[config.mk]
export PLATFORM = sky130hd
export DESIGN_NAME = biquad_df2_saturating_cascade
export DESIGN_NICKNAME = d
export VERILOG_FILES = /design/src/hw/rtl/bqc_pkg.sv /design/src/hw/rtl/bqc_ram.sv /design/src/hw/rtl/biquad_df2_saturating_cascade.sv
export SDC_FILE = /design/constraint.sdc
export NUM_CORES = 2
export LEC_CHECK = 0
export ABC_AREA = 1
export BUFFER_PORTS_ARGS = -buffer_cell sky130_fd_sc_hd__buf_2
export CAP_MARGIN = 20
export CORE_UTILIZATION = 43
export DETAILED_ROUTE_END_ITERATION = 6
export GPL_TIMING_DRIVEN = 0
export SLEW_MARGIN = 20
export SYNTH_ARGS = -nofsm -noshare
export SYNTH_HDL_FRONTEND = slang
export SYNTH_SLANG_ARGS = --single-unit
export TNS_END_PERCENT = 1
[constraint.sdc]
create_clock -name aclk -period 8 [get_ports aclk]
set_input_delay 0 -clock aclk [delete_from_list [all_inputs] [get_ports aclk]]
set_output_delay 0 -clock aclk [all_outputs]
set_load 0.02 [all_outputs]
[src/hw/rtl/bqc_pkg.sv]
// ----------------------------------------------------------------------------
// bqc_pkg
// Shared types, sizes and Q14 helpers for the biquad cascade.
// ----------------------------------------------------------------------------
package bqc_pkg;

    localparam int MAX_SECTIONS = 8;
    localparam int TAPS         = 5;
    localparam int COEF_DEPTH   = MAX_SECTIONS * TAPS;
    localparam int COEF_AW      = $clog2(COEF_DEPTH);
    localparam int SEC_W        = (MAX_SECTIONS > 1) ? $clog2(MAX_SECTIONS) : 1;
    localparam int DLY_AW       = SEC_W + 1;
    localparam int DLY_DEPTH    = 2 ** DLY_AW;
    localparam int CNT_W        = $clog2(MAX_SECTIONS + 1);

    localparam int SAMPLE_W     = 16;
    localparam int IDX_W        = 6;
    localparam int CFG_W        = 4;
    localparam int ACC_W        = 21;
    localparam int RND_W        = 19;
    localparam int S_TDATA_W    = 40;
    localparam int M_TDATA_W    = 16;

    // coefficient positions within a section
    localparam int POS_C0 = 0;
    localparam int POS_C1 = 1;
    localparam int POS_C2 = 2;
    localparam int POS_C3 = 3;
    localparam int POS_C4 = 4;

    typedef logic signed [SAMPLE_W-1:0] sample_t;

    typedef enum logic {
        CMD_FILTER = 1'b0,
        CMD_COEF   = 1'b1
    } cmd_t;

    typedef enum logic [3:0] {
        ST_IDLE,
        ST_ADDR,
        ST_FB0,
        ST_FB1,
        ST_FF0,
        ST_FF1,
        ST_FF2,
        ST_SUM,
        ST_DONE
    } state_t;

    // (p + 0x2000) >>> 14
    function automatic logic signed [RND_W-1:0] rnd_q14(input logic signed [31:0] p);
        logic signed [32:0] s;
        s = {p[31], p} + 33'sh2000;
        return s[32:14];
    endfunction

    // p >>> 14, low 16 bits only (feedforward sum wraps)
    function automatic logic [SAMPLE_W-1:0] trn_q14(input logic signed [31:0] p);
        return p[29:14];
    endfunction

    // asymmetric clamp of the recursive node
    function automatic sample_t clamp_node(input logic signed [ACC_W-1:0] a);
        if (a > ACC_W'(32'sh7fff)) begin
            return 16'sh7fff;
        end else if (a <= -ACC_W'(32'sh8000)) begin
            return -16'sh7fff;
        end else begin
            return a[SAMPLE_W-1:0];
        end
    endfunction

endpackage

[src/hw/rtl/bqc_ram.sv]
// ----------------------------------------------------------------------------
// bqc_ram
// Generic simple dual-port RAM, one write and one registered read port.
// ----------------------------------------------------------------------------
module bqc_ram #(
    parameter int WIDTH = 16,
    parameter int DEPTH = 16
) (
    input  logic                     aclk,
    input  logic                     we,
    input  logic [$clog2(DEPTH)-1:0] waddr,
    input  logic [WIDTH-1:0]         wdata,
    input  logic [$clog2(DEPTH)-1:0] raddr,
    output logic [WIDTH-1:0]         rdata
);

    logic [WIDTH-1:0] mem [DEPTH];
    logic [WIDTH-1:0] rdata_reg;

    always_ff @(posedge aclk) begin
        if (we) begin
            mem[waddr] <= wdata;
        end
        rdata_reg <= mem[raddr];
    end

    assign rdata = rdata_reg;

endmodule

[src/hw/rtl/biquad_df2_saturating_cascade.sv]
// ----------------------------------------------------------------------------
// biquad_df2_saturating_cascade
// Cascade of Q14 direct form II biquads on one shared 16x16 multiplier.
// ----------------------------------------------------------------------------
//
//  channel  | direction | beat contents
//  ---------+-----------+-----------------------------------------------------
//  s_       | in        | sample to filter, or one coefficient word (tuser)
//  m_       | out       | filtered sample, one beat per sample beat
//  cfg_     | in        | sections_in_use (4 bits)
//
//  Sequencing: a sample beat runs through N sections, N = sections in use (capped at
//  MAX_SECTIONS); each section is seven steps of the one multiplier and the
//  two registered-read RAMs. A coefficient beat is written as it is accepted.
//  Reset: aresetn is synchronous, active low; the delay store reads as zero
//  through per-entry valid flags, so no clearing pass is needed.
//  Stalls: s_tready is low while a sample is in the sections or waiting for
//  the output register; the output register frees as soon as m_tready is high.
//
module biquad_df2_saturating_cascade (
    input  logic                          aclk,
    input  logic                          aresetn,
    // config write
    input  logic                          cfg_valid,
    output logic                          cfg_ready,
    input  logic [bqc_pkg::CFG_W-1:0]     cfg_data,     // sections_in_use
    // input stream
    input  logic                          s_tvalid,
    output logic                          s_tready,
    input  logic [bqc_pkg::S_TDATA_W-1:0] s_tdata,      // [15:0] sample_in,
                                                        // [21:16] coeff_index,
                                                        // [37:22] coeff_value,
                                                        // [39:38] zero
    input  logic                          s_tuser,      // [0] command
    input  logic                          s_tlast,      // block_end_in
    // output stream
    output logic                          m_tvalid,
    input  logic                          m_tready,
    output logic [bqc_pkg::M_TDATA_W-1:0] m_tdata,      // [15:0] sample_out
    output logic                          m_tlast       // block_end_out
);

    localparam int SW = bqc_pkg::SAMPLE_W;
    localparam int CA = bqc_pkg::COEF_AW;
    localparam int DA = bqc_pkg::DLY_AW;
    localparam int NW = bqc_pkg::CNT_W;
    localparam int EW = bqc_pkg::SEC_W;
    localparam int AW = bqc_pkg::ACC_W;

    // ---------------- input beat fields ----------------
    bqc_pkg::cmd_t           s_cmd;
    bqc_pkg::sample_t        s_sample;
    logic [bqc_pkg::IDX_W-1:0] s_idx;
    logic [SW-1:0]           s_coef;

    assign s_cmd    = bqc_pkg::cmd_t'(s_tuser);
    assign s_sample = s_tdata[15:0];
    assign s_idx    = s_tdata[21:16];
    assign s_coef   = s_tdata[37:22];

    // ---------------- registers ----------------
    bqc_pkg::state_t state_reg, state_next;

    logic [bqc_pkg::CFG_W-1:0] sections_reg;
    logic [NW-1:0]             n_reg, n_next;
    logic [EW-1:0]             sec_reg, sec_next;
    bqc_pkg::sample_t          x_reg, x_next;       // running section input
    bqc_pkg::sample_t          w1_reg, w1_next;
    bqc_pkg::sample_t          w2_reg, w2_next;
    bqc_pkg::sample_t          w_reg, w_next;       // clamped recursive node
    logic signed [AW-1:0]      acc_reg, acc_next;
    logic [SW-1:0]             ff_reg, ff_next;     // wrapping feedforward sum
    logic signed [31:0]        prod_reg, prod_next;
    logic                      last_reg, last_next; // block end mark in flight
    logic [bqc_pkg::DLY_DEPTH-1:0] dly_vld_reg;
    logic                      dly_rvld_reg;
    logic                      m_tvalid_reg;
    logic [SW-1:0]             m_tdata_reg;
    logic                      m_tlast_reg;

    logic s_acc;
    logic out_free;
    logic sec_last;

    assign s_acc    = s_tvalid & s_tready;
    assign out_free = ~m_tvalid_reg | m_tready;
    assign sec_last = (NW'(sec_reg) + NW'(1)) == n_reg;

    // ---------------- RAM ports ----------------
    logic          coef_we;
    logic [CA-1:0] coef_waddr;
    logic [CA-1:0] coef_raddr;
    logic [SW-1:0] coef_rdata;
    logic          dly_we;
    logic [DA-1:0] dly_waddr;
    logic [SW-1:0] dly_wdata;
    logic [DA-1:0] dly_raddr;
    logic [SW-1:0] dly_rdata;
    logic [2:0]    coef_pos;
    logic          dly_odd;
    bqc_pkg::sample_t dly_eff;
    bqc_pkg::sample_t mul_b;

    assign coef_we    = s_acc && (s_cmd == bqc_pkg::CMD_COEF)
                        && (int'(s_idx) < bqc_pkg::COEF_DEPTH);
    assign coef_waddr = CA'(s_idx);
    assign coef_raddr = CA'(CA'(sec_reg) * CA'(bqc_pkg::TAPS) + CA'(coef_pos));
    assign dly_raddr  = {sec_reg, dly_odd};
    assign dly_eff    = dly_rvld_reg ? bqc_pkg::sample_t'(dly_rdata) : '0;

    bqc_ram #(
        .WIDTH (SW),
        .DEPTH (bqc_pkg::COEF_DEPTH)
    ) u_coef_ram (
        .aclk  (aclk),
        .we    (coef_we),
        .waddr (coef_waddr),
        .wdata (s_coef),
        .raddr (coef_raddr),
        .rdata (coef_rdata)
    );

    bqc_ram #(
        .WIDTH (SW),
        .DEPTH (bqc_pkg::DLY_DEPTH)
    ) u_dly_ram (
        .aclk  (aclk),
        .we    (dly_we),
        .waddr (dly_waddr),
        .wdata (dly_wdata),
        .raddr (dly_raddr),
        .rdata (dly_rdata)
    );

    // ---------------- next state ----------------
    always_comb begin
        state_next = state_reg;
        case (state_reg)
            bqc_pkg::ST_IDLE: begin
                if (s_acc && (s_cmd == bqc_pkg::CMD_FILTER)) begin
                    state_next = (sections_reg == '0) ? bqc_pkg::ST_DONE
                                                      : bqc_pkg::ST_ADDR;
                end
            end
            bqc_pkg::ST_ADDR: state_next = bqc_pkg::ST_FB0;
            bqc_pkg::ST_FB0:  state_next = bqc_pkg::ST_FB1;
            bqc_pkg::ST_FB1:  state_next = bqc_pkg::ST_FF0;
            bqc_pkg::ST_FF0:  state_next = bqc_pkg::ST_FF1;
            bqc_pkg::ST_FF1:  state_next = bqc_pkg::ST_FF2;
            bqc_pkg::ST_FF2:  state_next = bqc_pkg::ST_SUM;
            bqc_pkg::ST_SUM: begin
                state_next = sec_last ? bqc_pkg::ST_DONE : bqc_pkg::ST_ADDR;
            end
            bqc_pkg::ST_DONE: begin
                if (out_free) begin
                    state_next = bqc_pkg::ST_IDLE;
                end
            end
            default: state_next = bqc_pkg::ST_IDLE;
        endcase
    end

    // ---------------- sequencer outputs ----------------
    // read order: c0/w1, c2/w2, c1, c3, c4; both RAM reads are registered
    always_comb begin
        coef_pos  = 3'(bqc_pkg::POS_C0);
        dly_odd   = 1'b0;
        mul_b     = dly_eff;
        dly_we    = 1'b0;
        dly_waddr = {sec_reg, 1'b0};
        dly_wdata = w2_reg;
        s_tready  = 1'b0;
        case (state_reg)
            bqc_pkg::ST_IDLE: s_tready = 1'b1;
            bqc_pkg::ST_ADDR: begin
                coef_pos = 3'(bqc_pkg::POS_C0);
                dly_odd  = 1'b0;
            end
            bqc_pkg::ST_FB0: begin
                coef_pos = 3'(bqc_pkg::POS_C2);
                dly_odd  = 1'b1;
                mul_b    = dly_eff;                  // c0 * w1
            end
            bqc_pkg::ST_FB1: begin
                coef_pos = 3'(bqc_pkg::POS_C1);
                mul_b    = dly_eff;                  // c2 * w2
            end
            bqc_pkg::ST_FF0: begin
                coef_pos = 3'(bqc_pkg::POS_C3);
                mul_b    = w1_reg;                   // c1 * w1
            end
            bqc_pkg::ST_FF1: begin
                coef_pos  = 3'(bqc_pkg::POS_C4);
                mul_b     = w2_reg;                  // c3 * w2
                dly_we    = 1'b1;                    // w1 <- w2
                dly_waddr = {sec_reg, 1'b0};
                dly_wdata = w2_reg;
            end
            bqc_pkg::ST_FF2: begin
                mul_b     = w_reg;                   // c4 * w
                dly_we    = 1'b1;                    // w2 <- w
                dly_waddr = {sec_reg, 1'b1};
                dly_wdata = w_reg;
            end
            bqc_pkg::ST_SUM:  mul_b = w_reg;
            bqc_pkg::ST_DONE: mul_b = w_reg;
            default:          mul_b = dly_eff;
        endcase
    end

    assign cfg_ready = 1'b1;

    // ---------------- datapath ----------------
    always_comb begin
        prod_next = $signed(coef_rdata) * mul_b;
        n_next    = n_reg;
        sec_next  = sec_reg;
        x_next    = x_reg;
        w1_next   = w1_reg;
        w2_next   = w2_reg;
        w_next    = w_reg;
        acc_next  = acc_reg;
        ff_next   = ff_reg;
        last_next = last_reg;
        case (state_reg)
            bqc_pkg::ST_IDLE: begin
                if (s_acc && (s_cmd == bqc_pkg::CMD_FILTER)) begin
                    x_next    = s_sample;
                    last_next = s_tlast;
                    sec_next  = '0;
                    n_next    = (int'(sections_reg) > bqc_pkg::MAX_SECTIONS)
                                ? NW'(bqc_pkg::MAX_SECTIONS) : NW'(sections_reg);
                end
            end
            bqc_pkg::ST_FB0: w1_next = dly_eff;
            bqc_pkg::ST_FB1: begin
                w2_next  = dly_eff;
                acc_next = AW'(x_reg) + AW'(bqc_pkg::rnd_q14(prod_reg));
            end
            bqc_pkg::ST_FF0: acc_next = acc_reg + AW'(bqc_pkg::rnd_q14(prod_reg));
            bqc_pkg::ST_FF1: begin
                w_next  = bqc_pkg::clamp_node(acc_reg);
                ff_next = bqc_pkg::trn_q14(prod_reg);
            end
            bqc_pkg::ST_FF2: ff_next = ff_reg + bqc_pkg::trn_q14(prod_reg);
            bqc_pkg::ST_SUM: begin
                x_next   = ff_reg + bqc_pkg::trn_q14(prod_reg);
                sec_next = sec_reg + EW'(1);
            end
            default: begin
                x_next = x_reg;
            end
        endcase
    end

    // ---------------- registers ----------------
    always_ff @(posedge aclk) begin
        if (!aresetn) begin
            state_reg    <= bqc_pkg::ST_IDLE;
            sections_reg <= '0;
            dly_vld_reg  <= '0;
            m_tvalid_reg <= 1'b0;
        end else begin
            state_reg <= state_next;
            if (cfg_valid && cfg_ready) begin
                sections_reg <= cfg_data;
            end
            if (dly_we) begin
                dly_vld_reg[dly_waddr] <= 1'b1;
            end
            if (state_reg == bqc_pkg::ST_DONE && out_free) begin
                m_tvalid_reg <= 1'b1;
            end else if (m_tready) begin
                m_tvalid_reg <= 1'b0;
            end
        end
    end

    // payload, no reset
    always_ff @(posedge aclk) begin
        n_reg        <= n_next;
        sec_reg      <= sec_next;
        x_reg        <= x_next;
        w1_reg       <= w1_next;
        w2_reg       <= w2_next;
        w_reg        <= w_next;
        acc_reg      <= acc_next;
        ff_reg       <= ff_next;
        prod_reg     <= prod_next;
        last_reg     <= last_next;
        dly_rvld_reg <= dly_vld_reg[dly_raddr];
        if (state_reg == bqc_pkg::ST_DONE && out_free) begin
            m_tdata_reg <= x_reg;
            m_tlast_reg <= last_reg;
        end
    end

    assign m_tvalid = m_tvalid_reg;
    assign m_tdata  = m_tdata_reg;
    assign m_tlast  = m_tlast_reg;

endmodule

### Word level (Yosys, flattened, before mapping)

Memory sizes are Yosys's and may differ from the RTL's. A register that Yosys moved wholly into a read port is not among the register bits.
Index checks and enable logic that the tools add are counted.

| storage, ports and cells | value |
|---|---|
| register bits after elaboration | 184 |
| bits in latches | 0 |
| bits in writable memories | 896 |
| ROM bits | 0 |
| bits of input ports | 51 |
| output and inout port bits | 20 |
| logic and storage cells | 99 |
| memories kept | 2 |

| cells by class | value |
|---|---|
| add/subtract/negate cells | 7 |
| $mul | 2 |
| divide/modulo/power cells | 0 |
| order comparisons | 7 |
| eq/ne operators | 11 |
| shift-type cells | 0 |
| muxes and demuxes | 30 |
| bitwise gates (word level) | 5 |
| reductions and logical operators | 17 |

Memories:

| memory | depth | bits a word | read ports | clocked after Yosys merged registers in | wr ports | line | text |
|---|---|---|---|---|---|---|---|
| u_coef_ram.mem | 40 | 16 | 1 | 1 | 1 | bqc_ram.sv:17 | `logic [WIDTH-1:0] mem [DEPTH];` |
| u_dly_ram.mem | 16 | 16 | 1 | 1 | 1 | bqc_ram.sv:17 |  |

Operators by type and width:

| kind | count |
|---|---|
| 16-bit 2-to-1 mux | 4 |
| 16-bit case mux with 2 select lines | 2 |
| 16-bit case mux with 3 select lines | 1 |
| 21-bit case mux with 2 select lines | 1 |
| 4-bit case mux with 9 select lines | 1 |
| 32-bit by 15-bit adder with 33-bit output (second input constant) | 1 |
| 16-bit by 16-bit multiplier with 32-bit output | 1 |
| 21-bit by 19-bit adder with 21-bit output | 1 |
| 21-bit by 16-bit > comparator with 1-bit output (second input constant) | 1 |
| 21-bit by 16-bit less-or-equal comparator with 1-bit output (second input constant) | 1 |
| 16-bit by 19-bit adder with 20-bit output | 1 |
| 16-bit adder | 1 |
| 4-bit by 3-bit == test with 1-bit output (second input constant) | 4 |
| 4-bit 2-to-1 mux | 4 |
| 16-bit OR | 1 |
| 1-bit 2-to-1 mux | 12 |
| 3-bit case mux with 4 select lines | 1 |
| 4-bit by 5-bit less-than comparator with 1-bit output (second input constant) | 2 |
| 4-bit by 2-bit == test with 1-bit output (second input constant) | 2 |
| 4-bit zero test | 2 |
| 2-bit nonzero test | 4 |
| 6-bit by 3-bit adder with 6-bit output | 1 |
| 6-bit less-than comparator (second input constant) | 1 |
| 3-bit by 3-bit multiplier with 6-bit output (second input constant) | 1 |
| 19 further kinds | 28 |

### Logic depth before layout (Yosys ltp)

| logic depth | value |
|---|---|
| depth after elaboration | 7 |
| mapped depth | 35 |
| mapped depth without buffers | 34 |

### Hierarchy

From an unflattened synthesis, not the netlist that was laid out.

| unflattened totals | value |
|---|---|
| cells, all modules | 5742 |
| area, all modules | 57843.0 µm² |

Modules (own cells, without submodules):

| module | instances | cells an instance | area each (µm²) | sequential area each (µm²) |
|---|---|---|---|---|
| bqc_ram (u_coef_ram) | 1 | 2130 | 26143.8 | 19538.7 |
| biquad_df2_saturating_cascade | 1 | 2538 | 20318.2 | 4684.5 |
| bqc_ram (u_dly_ram) | 1 | 1074 | 11380.9 | 8007.7 |

### Least setup slack after synthesis

Ideal clock, no wire load.

| path | value |
|---|---|
| kind | flip-flop to flip-flop |
| start | register state_reg[1] |
| end | register prod_reg[31] |
| setup time | 0.112 ns |
| data arrival time | 6.096 ns |
| required time | 7.888 ns |
| path slack | 1.791 ns |
| stages on the path, launching flop included | 28 |
| cell sequence | dfxtp_1 > inv_1 > nor2_1 > nand2_1 > nand3_1 > buf_2 > nand2_1 > nand4_1 > nand2_1 > nor2_1 > fa_1 > fa_1 > fa_1 > fa_1 > fa_1 > inv_1 > fa_1 > inv_1 > ha_1 > a21oi_1 > o21a_1 > inv_1 > a21oi_1 > nor2_1 > a211oi_1 > nand2_1 > nand2_1 > nand2_1 |

| between the ends | value |
|---|---|
| longest elaborated chain between the ends | 4 |
| elaborated cells on any way between the ends | 8 |
| those cells by class | mul: 1; eq/ne: 5; mux: 1; reduce/logical: 1 |

RTL lines:

| element | line | text |
|---|---|---|
| start, declared | biquad_df2_saturating_cascade.sv:62 | `bqc_pkg::state_t state_reg, state_next;` |
| start signal, assigned | biquad_df2_saturating_cascade.sv:259 | `state_reg <= bqc_pkg::ST_IDLE;` |
| start signal, assigned | biquad_df2_saturating_cascade.sv:264 | `state_reg <= state_next;` |
| 4-bit == test or 4-bit by 3-bit == test with 1-bit output (tied branches) | biquad_df2_saturating_cascade.sv:173 | `case (state_reg)` |
| 3-bit OR reduction (no line) | - |  |
| 16-bit case mux with 3 select lines (*) | biquad_df2_saturating_cascade.sv:173 |  |
| 16-bit by 16-bit multiplier with 32-bit output (*) | biquad_df2_saturating_cascade.sv:215 | `prod_next = $signed(coef_rdata) * mul_b;` |
| named net prod_next[31] | biquad_df2_saturating_cascade.sv:73 | `logic signed [31:0] prod_reg, prod_next;` |
| end signal, assigned | biquad_df2_saturating_cascade.sv:289 | `prod_reg <= prod_next;` |
| end, declared | biquad_df2_saturating_cascade.sv:73 |  |

Mark *: on every way through the listed nets, which the timed path passes. The rest lies on a longest branch.
A chain may end at the register's enable or synchronous reset.

### Worst setup path after layout

| path | value |
|---|---|
| start | register state_reg[3] |
| end | register prod_reg[27] |

The elaborated chain is that of the path after synthesis.

==> impl_metrics.yaml <==
worst_setup_path:
  worstSetupEndpointType: "register"
  start_kind: "register"
  cp.arrival_ns: 8.41
  r2r_start: "state_reg[3]"
  critPathLaunch: "state_reg[3]"
  cp_max_fo: 10
  crit_required_ns: 8.63
  path_class: "reg -> reg"
cts:
  path_clk_slew_ns: 0.06
  cts_tree: "yes"
  clockBufferDepth: 3
  cts_max_level: 3
  cts.sinks: 1099
  clkLatencyLatePin_ns: 0.74
  cts-root-buf: "clkbuf_16"
  post_cts_buffers: 0
  cts-buffers-inserted: 113
power_and_ir_drop:
  power.share.sequential_pct: 40.8
  switching_share_pct: 32.84
  clkPwrFrac_pct: 32.7
  p_sw_mw: 5.270
  ir_drop_mv: 0.2209
  power.density_mw_per_mm2: 254.0
  leakage_nw: 23.86
  p_comb_share_pct: 26.5
  total_power_mw: 16.05
  p_int_mw: 10.78
cells_and_area:
  syn2layout_area_growth_pct: 13.69
  drive_gt1_share_pct: 7.903
  antennaDiodeCount: 0
  largest_reg_flops: 640
  final_util_pct: 49.41
  nNetsFinal: 5625
yosys:
  synth_area_per_cell_um2: 11.37
  synthCells: 4887
  async_flop_share_pct: 0
  ys_seq_area_share_pct: 58.01
  ys_types: 56
  synth.cell_area_mm2: 0.05556
  synth_fp_nets: 5347
  synth_ff_type: "edfxtp_1"
  synth-seq-cells: 1099
  yosys_warnings: 0
  synth_edf_count: 1022
global_routing:
  grt_pass1_vias: 38556
  grt_first_pass_wirelength_um: 247200
  antenna_found_initial: 2
  overflow: 0
  track_usage_pct: 25.34
  grt_max_degree: 41
timing:
  final.period_utilization_pct: 97.27
  hold_ws_ns: 0.01562
  rsz0062_at_grt: "false"
  final_max_slew_viol_count: 0
  timing.fmax_mhz: 128.5
  hold_viol_final: 0
  clock_skew_ns: 0.06545
  tns_ns: 0
  worst_slew_pin_slew_ns: 1.150
  worst_slack_ns: 0.2182
  fin_crit_ns: 7.782
  slew_headroom_pct: 22.55
  setup_viol: 0
detailed_routing:
  vias: 39230
  vias_per_cell: 5.664
  wl_um: 165800
  drt-pass1-iter-count: 6
  antenna_left: 0
  drt_iter0_drc: 4527
  wl_per_cell_um: 23.93
  drc_errors: 0
floorplanning:
  die_area_mm2: 0.1306
  fp.dieH_um: 361.4
  ios: 71
  rows: 131
  start_util_pct: 43.46
  coreArea_mm2: 0.1278
  die_w_um: 361.4
place:
  place.gp.congestion: 0.9209
  io_buffer_count: 67
  hpwl_um: 117800
  post-place-ws_ns: 0.1062
run_status:
  outcome: "finished, final reports clean"
run:
  cap_violations: 0
hold_path:
  hold_path_class: "in -> reg"
  hold_start: "s_tdata[32]"
-- worst max-delay path, stage by stage (launching register included) --
cell and delay (ns):
dfxtp_1 0.53, nor2_4 0.13, nand2_2 0.33, nand3_1 0.24, buf_2 0.27, nand2_1 0.08
nand4_1 0.08, nand2_1 0.48, clkinv_1 0.48, nand2_1 0.21, fa_1 0.46, fa_1 0.53
fa_1 0.53, inv_1 0.06, fa_1 0.46, fa_1 0.52, inv_1 0.05, fa_1 0.49
inv_1 0.05, ha_1 0.38, a21oi_1 0.29, o21ai_0 0.23, a21oi_1 0.27, nor2_1 0.08
a211oi_1 0.23, nand2_1 0.08, nand2_1 0.06, nand2_1 0.04
-- power groups by stage --
stage / clock, mW / combinational (mW) / sequential [mW]
after floorplan: 0 / 2.84 / 6.61
after global placement: 0 / 4.14 / 6.66
after detailed placement: 0 / 4.20 / 6.66
after CTS: 5.31 / 4.23 / 6.54
after global routing: 5.53 / 4.75 / 6.55
final: 5.25 / 4.25 / 6.54
-- cell usage in the layout, fill, tap and decap left out, types with 10 or more instances in the layout --
cell / n
nand4_1: 53
buf_6: 15
o221ai_1: 106
nand2_1: 561
edfxtp_1: 1022
buf_2: 99
a21o_1: 10
dlygate4sd3_1: 46
nand3_1: 169
o21ai_0: 439
nor2_2: 27
inv_1: 505
mux2i_1: 106
buf_4: 14
buf_8: 16
clkbuf_1: 191
clkinv_2: 31
dfxtp_1: 77
xor2_1: 37
o32ai_1: 54
fa_1: 265
xnor2_1: 25
nor2_4: 27
a21oi_1: 127
clkbuf_16: 119
nor2_1: 689
ha_1: 144
clkinv_1: 28
buf_1: 21
o22ai_1: 71
o211ai_1: 33
nor3_1: 22
-- kinds of logic after synthesis --
kind of cell	Yosys count	share of synthesized area, %
simple gates	1584	11.60
flops	1099	58.01
mux	106	1.910
buf+inv	746	5.146
fa+ha+maj	409	12.79
xor+xnor	62	0.9774
other cells	1	0.006750
compound gates	880	9.556
-- final cells by class --
type | count | area, µm²
Sequential cell | 1099 | 32230
Fill cell | 11347 | 64680
Timing Repair Buffer | 163 | 1516
Clock inverter | 65 | 529.3
Multi-Input combinational cell | 3042 | 20780
Clock buffer | 149 | 3171
Inverter | 519 | 1948
Tap cell | 1662 | 2079
Buffer | 227 | 912.1
-- path summary, 6_finish.rpt --
kind / endpoint / slack (ns) / cells after the start
setup / recovery: prod_reg[27] / 0.22 / 27
hold / removal: u_coef_ram.mem[33][10] / 0.02 / 1
setup reg to reg: prod_reg[27] / 0.22 / 27
hold reg to reg: m_tlast / 0.43 / 0
-- repair_timing --
item / CTS / global route
endpoints found under the hold margin: 480 / 0
resized for setup: 0 / 2
setup endpoints to repair: 0 / 12
hold buffers: 46 / 0
-- synthesized netlist by cell type (4+ instances only) --
master,count,area [µm²]
o22ai_1,71,444.2
xnor2_1,25,219.0
nor3_1,30,150.1
xor2_1,37,324.1
mux2i_1,106,1061
or2_2,6,37.54
nor4_1,5,31.28
nor2_1,739,2774
a211oi_1,4,30.03
a31oi_1,7,43.79
nand3_1,169,845.8
o31ai_1,7,52.55
buf_2,32,160.2
a21o_1,10,75.07
fa_1,265,5305
edfxtp_1,1022,30690
o221ai_1,106,928.4
ha_1,144,1802
dfxtp_1,77,1541
o32ai_1,54,473.0
inv_1,505,1896
nand2_1,563,2113
clkbuf_1,170,638.1
buf_1,21,78.83
nand4_1,53,331.6
o211ai_1,33,247.7
o21ai_0,441,2207
o21a_1,6,45.04
clkinv_1,11,41.29
a21oi_1,127,635.6
-- layer usage --
layer  global-route usage [%]  wire, µm  vias up
met1                    34.74     67920    19352
met2                    41.15     77850     1928
li1                         -         -    17617
met4                    9.472      6364        4
met3                    3.339     13610      329
met5                        0        21        -
-- stage by stage --
stage	area, µm²	instances
after floorplan	55560	4887
after global placement	57970	6616
after detailed placement	59000	6666
after CTS	63160	6926
after global routing	63160	6926
final	63160	6926
(Power assumes the default switching activity.)
